==> config.mk <==
export PLATFORM = sky130hd
export DESIGN_NAME = c3z_mac
export DESIGN_NICKNAME = d
export VERILOG_FILES = /design/src/rtl/c3z_pkg.sv /design/src/rtl/c3z_mac.sv
export SDC_FILE = /design/constraint.sdc
export NUM_CORES = 2
export LEC_CHECK = 0
export BUFFER_PORTS_ARGS = -buffer_cell sky130_fd_sc_hd__buf_2
export CORE_UTILIZATION = 66
export DETAILED_ROUTE_END_ITERATION = 10
export GPL_TIMING_DRIVEN = 0
export PLACE_DENSITY = 0.9
export REMOVE_ABC_BUFFERS = 1
export SYNTH_ARGS = -nofsm -noshare
export SYNTH_HDL_FRONTEND = slang
export SYNTH_SLANG_ARGS = --single-unit
==> constraint.sdc <==
create_clock -name clk -period 12.7 [get_ports clk]
set_input_delay 1.27 -clock clk [delete_from_list [all_inputs] [get_ports clk]]
set_output_delay 1.27 -clock clk [all_outputs]
set_load 0.01 [all_outputs]
==> src/rtl/c3z_pkg.sv <==
// Shared types and constants for the 3x3 zero-border convolution block.
// Used by the top level, the multiply/accumulate pipeline and the checker.
`default_nettype none

package c3z_pkg;

	// Image geometry and pixel format
	localparam int MAX_WIDTH  = 1024;
	localparam int PIXEL_BITS = 8;
	localparam int COL_W      = $clog2(MAX_WIDTH);
	localparam int EFF_W      = $clog2(MAX_WIDTH + 2);
	localparam int WID_W      = 11;
	localparam int XW         = ((WID_W > EFF_W) ? WID_W : EFF_W) + 1;
	localparam logic [WID_W-1:0] IMG_WIDTH_RST = 11'd1024;

	// Kernel and arithmetic widths
	localparam int KSIZE      = 3;
	localparam int WEIGHT_W   = 16;
	localparam int ROW_W      = KSIZE * WEIGHT_W;
	localparam int PROD_W     = PIXEL_BITS + 1 + WEIGHT_W;
	localparam int SUM_W      = PROD_W + 4;
	localparam int OUT_W      = 16;
	localparam int DIV_SHIFT  = 3;
	localparam int DIV_BIAS   = (1 << DIV_SHIFT) - 1;

	// Stream and configuration port widths
	localparam int IN_TDATA_W  = ((PIXEL_BITS + 7) / 8) * 8;
	localparam int OUT_TDATA_W = ((OUT_W + 7) / 8) * 8;
	localparam int CFG_W       = ROW_W;
	localparam int CFG_IDX_W   = 2;

	// Configuration register indexes
	typedef enum logic [CFG_IDX_W-1:0] {
		REG_KTOP  = 2'd0,
		REG_KMID  = 2'd1,
		REG_KBOT  = 2'd2,
		REG_WIDTH = 2'd3
	} cfg_reg_t;

	typedef logic [PIXEL_BITS-1:0] pix_t;

	// Window entry [row*3 + col]; row 0 is the top row, col 0 the left column
	typedef pix_t [KSIZE*KSIZE-1:0] window_t;

	// Kernel rows, index 0 is the top row
	typedef logic [KSIZE-1:0][ROW_W-1:0] kernel_t;

	// Per-item control that travels with the window into the arithmetic
	typedef struct packed {
		logic done;
		logic left_en;
		logic right_en;
	} ctl_t;

endpackage

`default_nettype wire

==> src/rtl/c3z_mac.sv <==
// Weighted 3x3 sum, divide by 8 toward zero and wrap to 16 bits.
// Three registered stages with per-stage flow control; needs c3z_pkg.
`default_nettype none

module c3z_mac (
	input  logic                      clk,
	input  logic                      arst_n,
	input  logic                      in_valid,
	output logic                      in_ready,
	input  c3z_pkg::window_t          win,
	input  c3z_pkg::ctl_t             ctl,
	input  c3z_pkg::kernel_t          kern,
	output logic                      out_valid,
	input  logic                      out_ready,
	output logic [c3z_pkg::OUT_W-1:0] out_value,
	output logic                      out_last
);
	import c3z_pkg::*;

	logic                     v3_s3;
	logic                     v4_s4;
	logic                     rdy_out;
	logic                     rdy3;
	logic signed [PROD_W-1:0] prod_c  [KSIZE*KSIZE];
	logic signed [PROD_W-1:0] prod_s3 [KSIZE*KSIZE];
	logic                     done_s3;
	logic signed [SUM_W-1:0]  sum_c;
	logic signed [SUM_W-1:0]  sum_s4;
	logic                     done_s4;
	logic        [SUM_W-1:0]  biased;

	// Each stage moves when the one after it is empty or moving on.
	assign rdy_out  = !out_valid || out_ready;
	assign rdy3     = !v4_s4 || rdy_out;
	assign in_ready = !v3_s3 || rdy3;

	// Nine products; the left or right column drops out at the image edge.
	always_comb begin
		for (int i = 0; i < KSIZE; i++) begin
			for (int j = 0; j < KSIZE; j++) begin
				prod_c[i*KSIZE+j] = $signed({1'b0, win[i*KSIZE+j]})
					* $signed(kern[i][j*WEIGHT_W +: WEIGHT_W]);
				if ((j == 0 && !ctl.left_en) || (j == KSIZE - 1 && !ctl.right_en)) begin
					prod_c[i*KSIZE+j] = '0;
				end
			end
		end
	end

	// Sum of the registered products.
	always_comb begin
		sum_c = '0;
		for (int k = 0; k < KSIZE*KSIZE; k++) begin
			sum_c = sum_c + SUM_W'(prod_s3[k]);
		end
	end

	// Truncating division: bias negative sums before the shift.
	assign biased = sum_s4 + (sum_s4[SUM_W-1] ? SUM_W'(DIV_BIAS) : SUM_W'(0));

	// Stage valid flags.
	always_ff @(posedge clk or negedge arst_n) begin
		if (!arst_n) begin
			v3_s3     <= 1'b0;
			v4_s4     <= 1'b0;
			out_valid <= 1'b0;
		end else begin
			if (in_ready) begin
				v3_s3 <= in_valid;
			end
			if (rdy3) begin
				v4_s4 <= v3_s3;
			end
			if (rdy_out) begin
				out_valid <= v4_s4;
			end
		end
	end

	// Stage payload.
	always_ff @(posedge clk) begin
		if (in_ready && in_valid) begin
			prod_s3 <= prod_c;
			done_s3 <= ctl.done;
		end
		if (rdy3 && v3_s3) begin
			sum_s4  <= sum_c;
			done_s4 <= done_s3;
		end
		if (rdy_out && v4_s4) begin
			out_value <= biased[DIV_SHIFT +: OUT_W];
			out_last  <= done_s4;
		end
	end

endmodule

`default_nettype wire

==> metrics.csv <==
metric;value;unit
rows;106;
die_w;293.7;um
cts_max_path_buffers;3;
ant_nets;0;
die_h;293.7;um
min_path_type;flip-flop to flip-flop;
criticalPathCategory;primary input to flip-flop;
design.core.area;0.08395;mm2
synth-seq-cells;267;
endpoint;prod_s3[98];
grt_pass1_vias;44630;
postCtsHoldBufs;0;
grt_pass1_wl;220600;um
cp.required;12990;ps
htreeDepth;1;
syn_area;0.05615;mm2
outcome;finished, final reports clean;
drv_slew;0;
synth.avg_cell_area;9.424;um2
postRouteWirelength;132200;um
n_fill_cell;5621;
dieArea;0.08625;mm2
relSlewSlack;0.3168;
worst_pin_slew;1025;ps
path_clk_slew;60;ps
cts_inserted_buffers;28;
worstSetupStartpoint;win[40];
viasPerCell;5.631;
portBuffers;241;
ys_seq_area_frac;0.1425;
drc;0;
critPathLaunchType;primary input;
mostFrequentLayoutCells;1644 x inv_1, 1096 x fa_1, 681 x and2_1, 624 x nand2_1, 481 x ha_1;
cap_viol_max_count;0;
grt_max_degree;96;
r2r_start;prod_s3[175];
nets;7924;
start_util;0.6688;
cts.sinks;267;
finalSetupViolCount;0;
post-route-period-util;0.4601;
post_cts.repair.setup_buffers;0;
mostFrequentLayoutCell;inv_1;
synth_edf_count;264;
antenna_found_initial;16;
period_needed;5843;ps
pin_count;242;
dr.pass1.iters;6;
ctsResizeCount;0;
cts_tree;done;
fin_tns_setup;0;ps
clkLatencyLatePin;580;ps
area_growth;5.720;%
ys.flop_type;edfxtp_1;
grt.total_usage;0.3212;
skew;21.54;ps
num_vias;41060;
reg2reg_depth;16;
synthArstFlopShare;0.01124;
r2r_end;sum_s4[18];
gp_congestion;0.9146;
fmax;0.1711;GHz
rsz0062_at_grt;no;
drt-initial-drc-count;3216;
dp.final_hpwl;110100;um
cts_root_buf;clkbuf_16;
grt_remaining_overflow;0;
finalHoldViolations;0;
r2r_slack;7320;ps
ys_types;77;
worst_setup_path_end_kind;flip-flop;
arrival;6130;ps
drive_above_1_share;0.05144;
synth_warnings;0;
path_max_fanout;16;
routedWlPerCell;18.13;um
synthCells;5958;
-- state kept, by name, summed over array words and instances, names as in the netlist --
name and flops:
prod_s3 225, sum_s4 20, out_value 16, done_s3 1, done_s4 1, out_last 1
out_valid 1, v3_s3 1, v4_s4 1
-- synthesized netlist by cell type, types with 11 or more instances --
cell | number | area, um2
nand2_1 | 624 | 2342
ha_1 | 481 | 6018
and3_1 | 19 | 118.9
xnor2_1 | 143 | 1252
o21ai_0 | 84 | 420.4
nor3b_1 | 11 | 82.58
a31oi_1 | 15 | 93.84
and2_1 | 682 | 4267
a21oi_1 | 157 | 785.8
nor2b_1 | 35 | 219.0
nand2b_1 | 29 | 181.4
nand3_1 | 40 | 200.2
o21a_1 | 28 | 210.2
fa_1 | 1096 | 21940
a21o_1 | 77 | 578.1
edfxtp_1 | 264 | 7928
nand4_1 | 16 | 100.1
a211oi_1 | 16 | 120.1
nor2_1 | 124 | 465.5
o31ai_1 | 14 | 105.1
xor2_1 | 57 | 499.2
o21bai_1 | 23 | 172.7
clkbuf_1 | 107 | 401.6
inv_1 | 1644 | 6171
nor3_1 | 27 | 135.1
-- kinds of logic after synthesis --
group                      Yosys count  share of synthesized area
muxes                                9                   0.001649
buffers and inverters             1753                     0.1172
adders and majority gates         1577                     0.4979
AOI/OAI and AO/OA                  511                    0.06030
DFF                                267                     0.1425
xor gates and xnor gates           200                    0.03120
and+or+nand+nor                   1641                     0.1492
-- metal layers --
metal / part of all wire / routed length (um) / vias up / track usage
li1: - / - / 18180 / -
met1: 0.36 / 46940 / 20640 / 0.3861
met2: 0.51 / 68050 / 1784 / 0.5708
met3: 0.067 / 8809 / 455 / 0.02991
met4: 0.063 / 8358 / 0 / 0.1748
met5: 0 / 0 / - / 0
-- area by class of cell --
class	count	area, um2	area share
Clock buffer	34	723.2	0.01218
Antenna cell	14	35.03	0.0005902
Clock inverter	15	146.4	0.002466
Tap cell	1134	1419	0.02390
Sequential cell	267	8003	0.1348
Inverter	1645	6175	0.1040
Timing Repair Buffer	244	1291	0.02175
Multi-Input combinational cell	3938	41570	0.7003
-- stage by stage --
step / setup slack (ps) / util / cells / hold WS [ps] / area (um2)
detailed placement: 6338 / 0.6963 / 7228 / 412.9 / 58460
finish: 6857 / 0.7071 / 7291 / 433.9 / 59360
CTS: 6915 / 0.7067 / 7277 / 429.3 / 59330
global placement: 3573 / 0.6953 / 7225 / 406.1 / 58370
floorplan: 5429 / - / 5850 / 400.3 / 55740
global route: 6630 / 0.7071 / 7290 / 441.9 / 59360
-- how the worst min path moves through the flow --
| stage | cells after the start | to | slack [ps] | startpoint |
|---|---|---|---|---|
| after floorplan | 0 | done_s4 | 400 | done_s3 |
| after detailed placement | 0 | out_last | 410 | done_s4 |
| final | 0 | out_last | 430 | done_s4 |
| after global routing | 0 | out_last | 440 | done_s4 |
| after CTS | 0 | out_last | 430 | done_s4 |
| after global placement | 0 | out_last | 410 | done_s4 |
-- critical path, stage by stage --
cell and delay (ps):
buf_2 280, nand2_1 130, fa_1 570, inv_1 70, fa_1 490, fa_1 570
inv_1 60, fa_1 480, inv_1 40, ha_1 360, a21o_1 190, a21o_1 160
a21o_1 160, a31oi_1 340, o21ai_0 300, a21oi_1 280, xor2_1 290, nor2_1 70
Power is left out: the tool's default activity adds up to more than one toggle a clock period on the data nets, which glitch-free logic cannot reach.
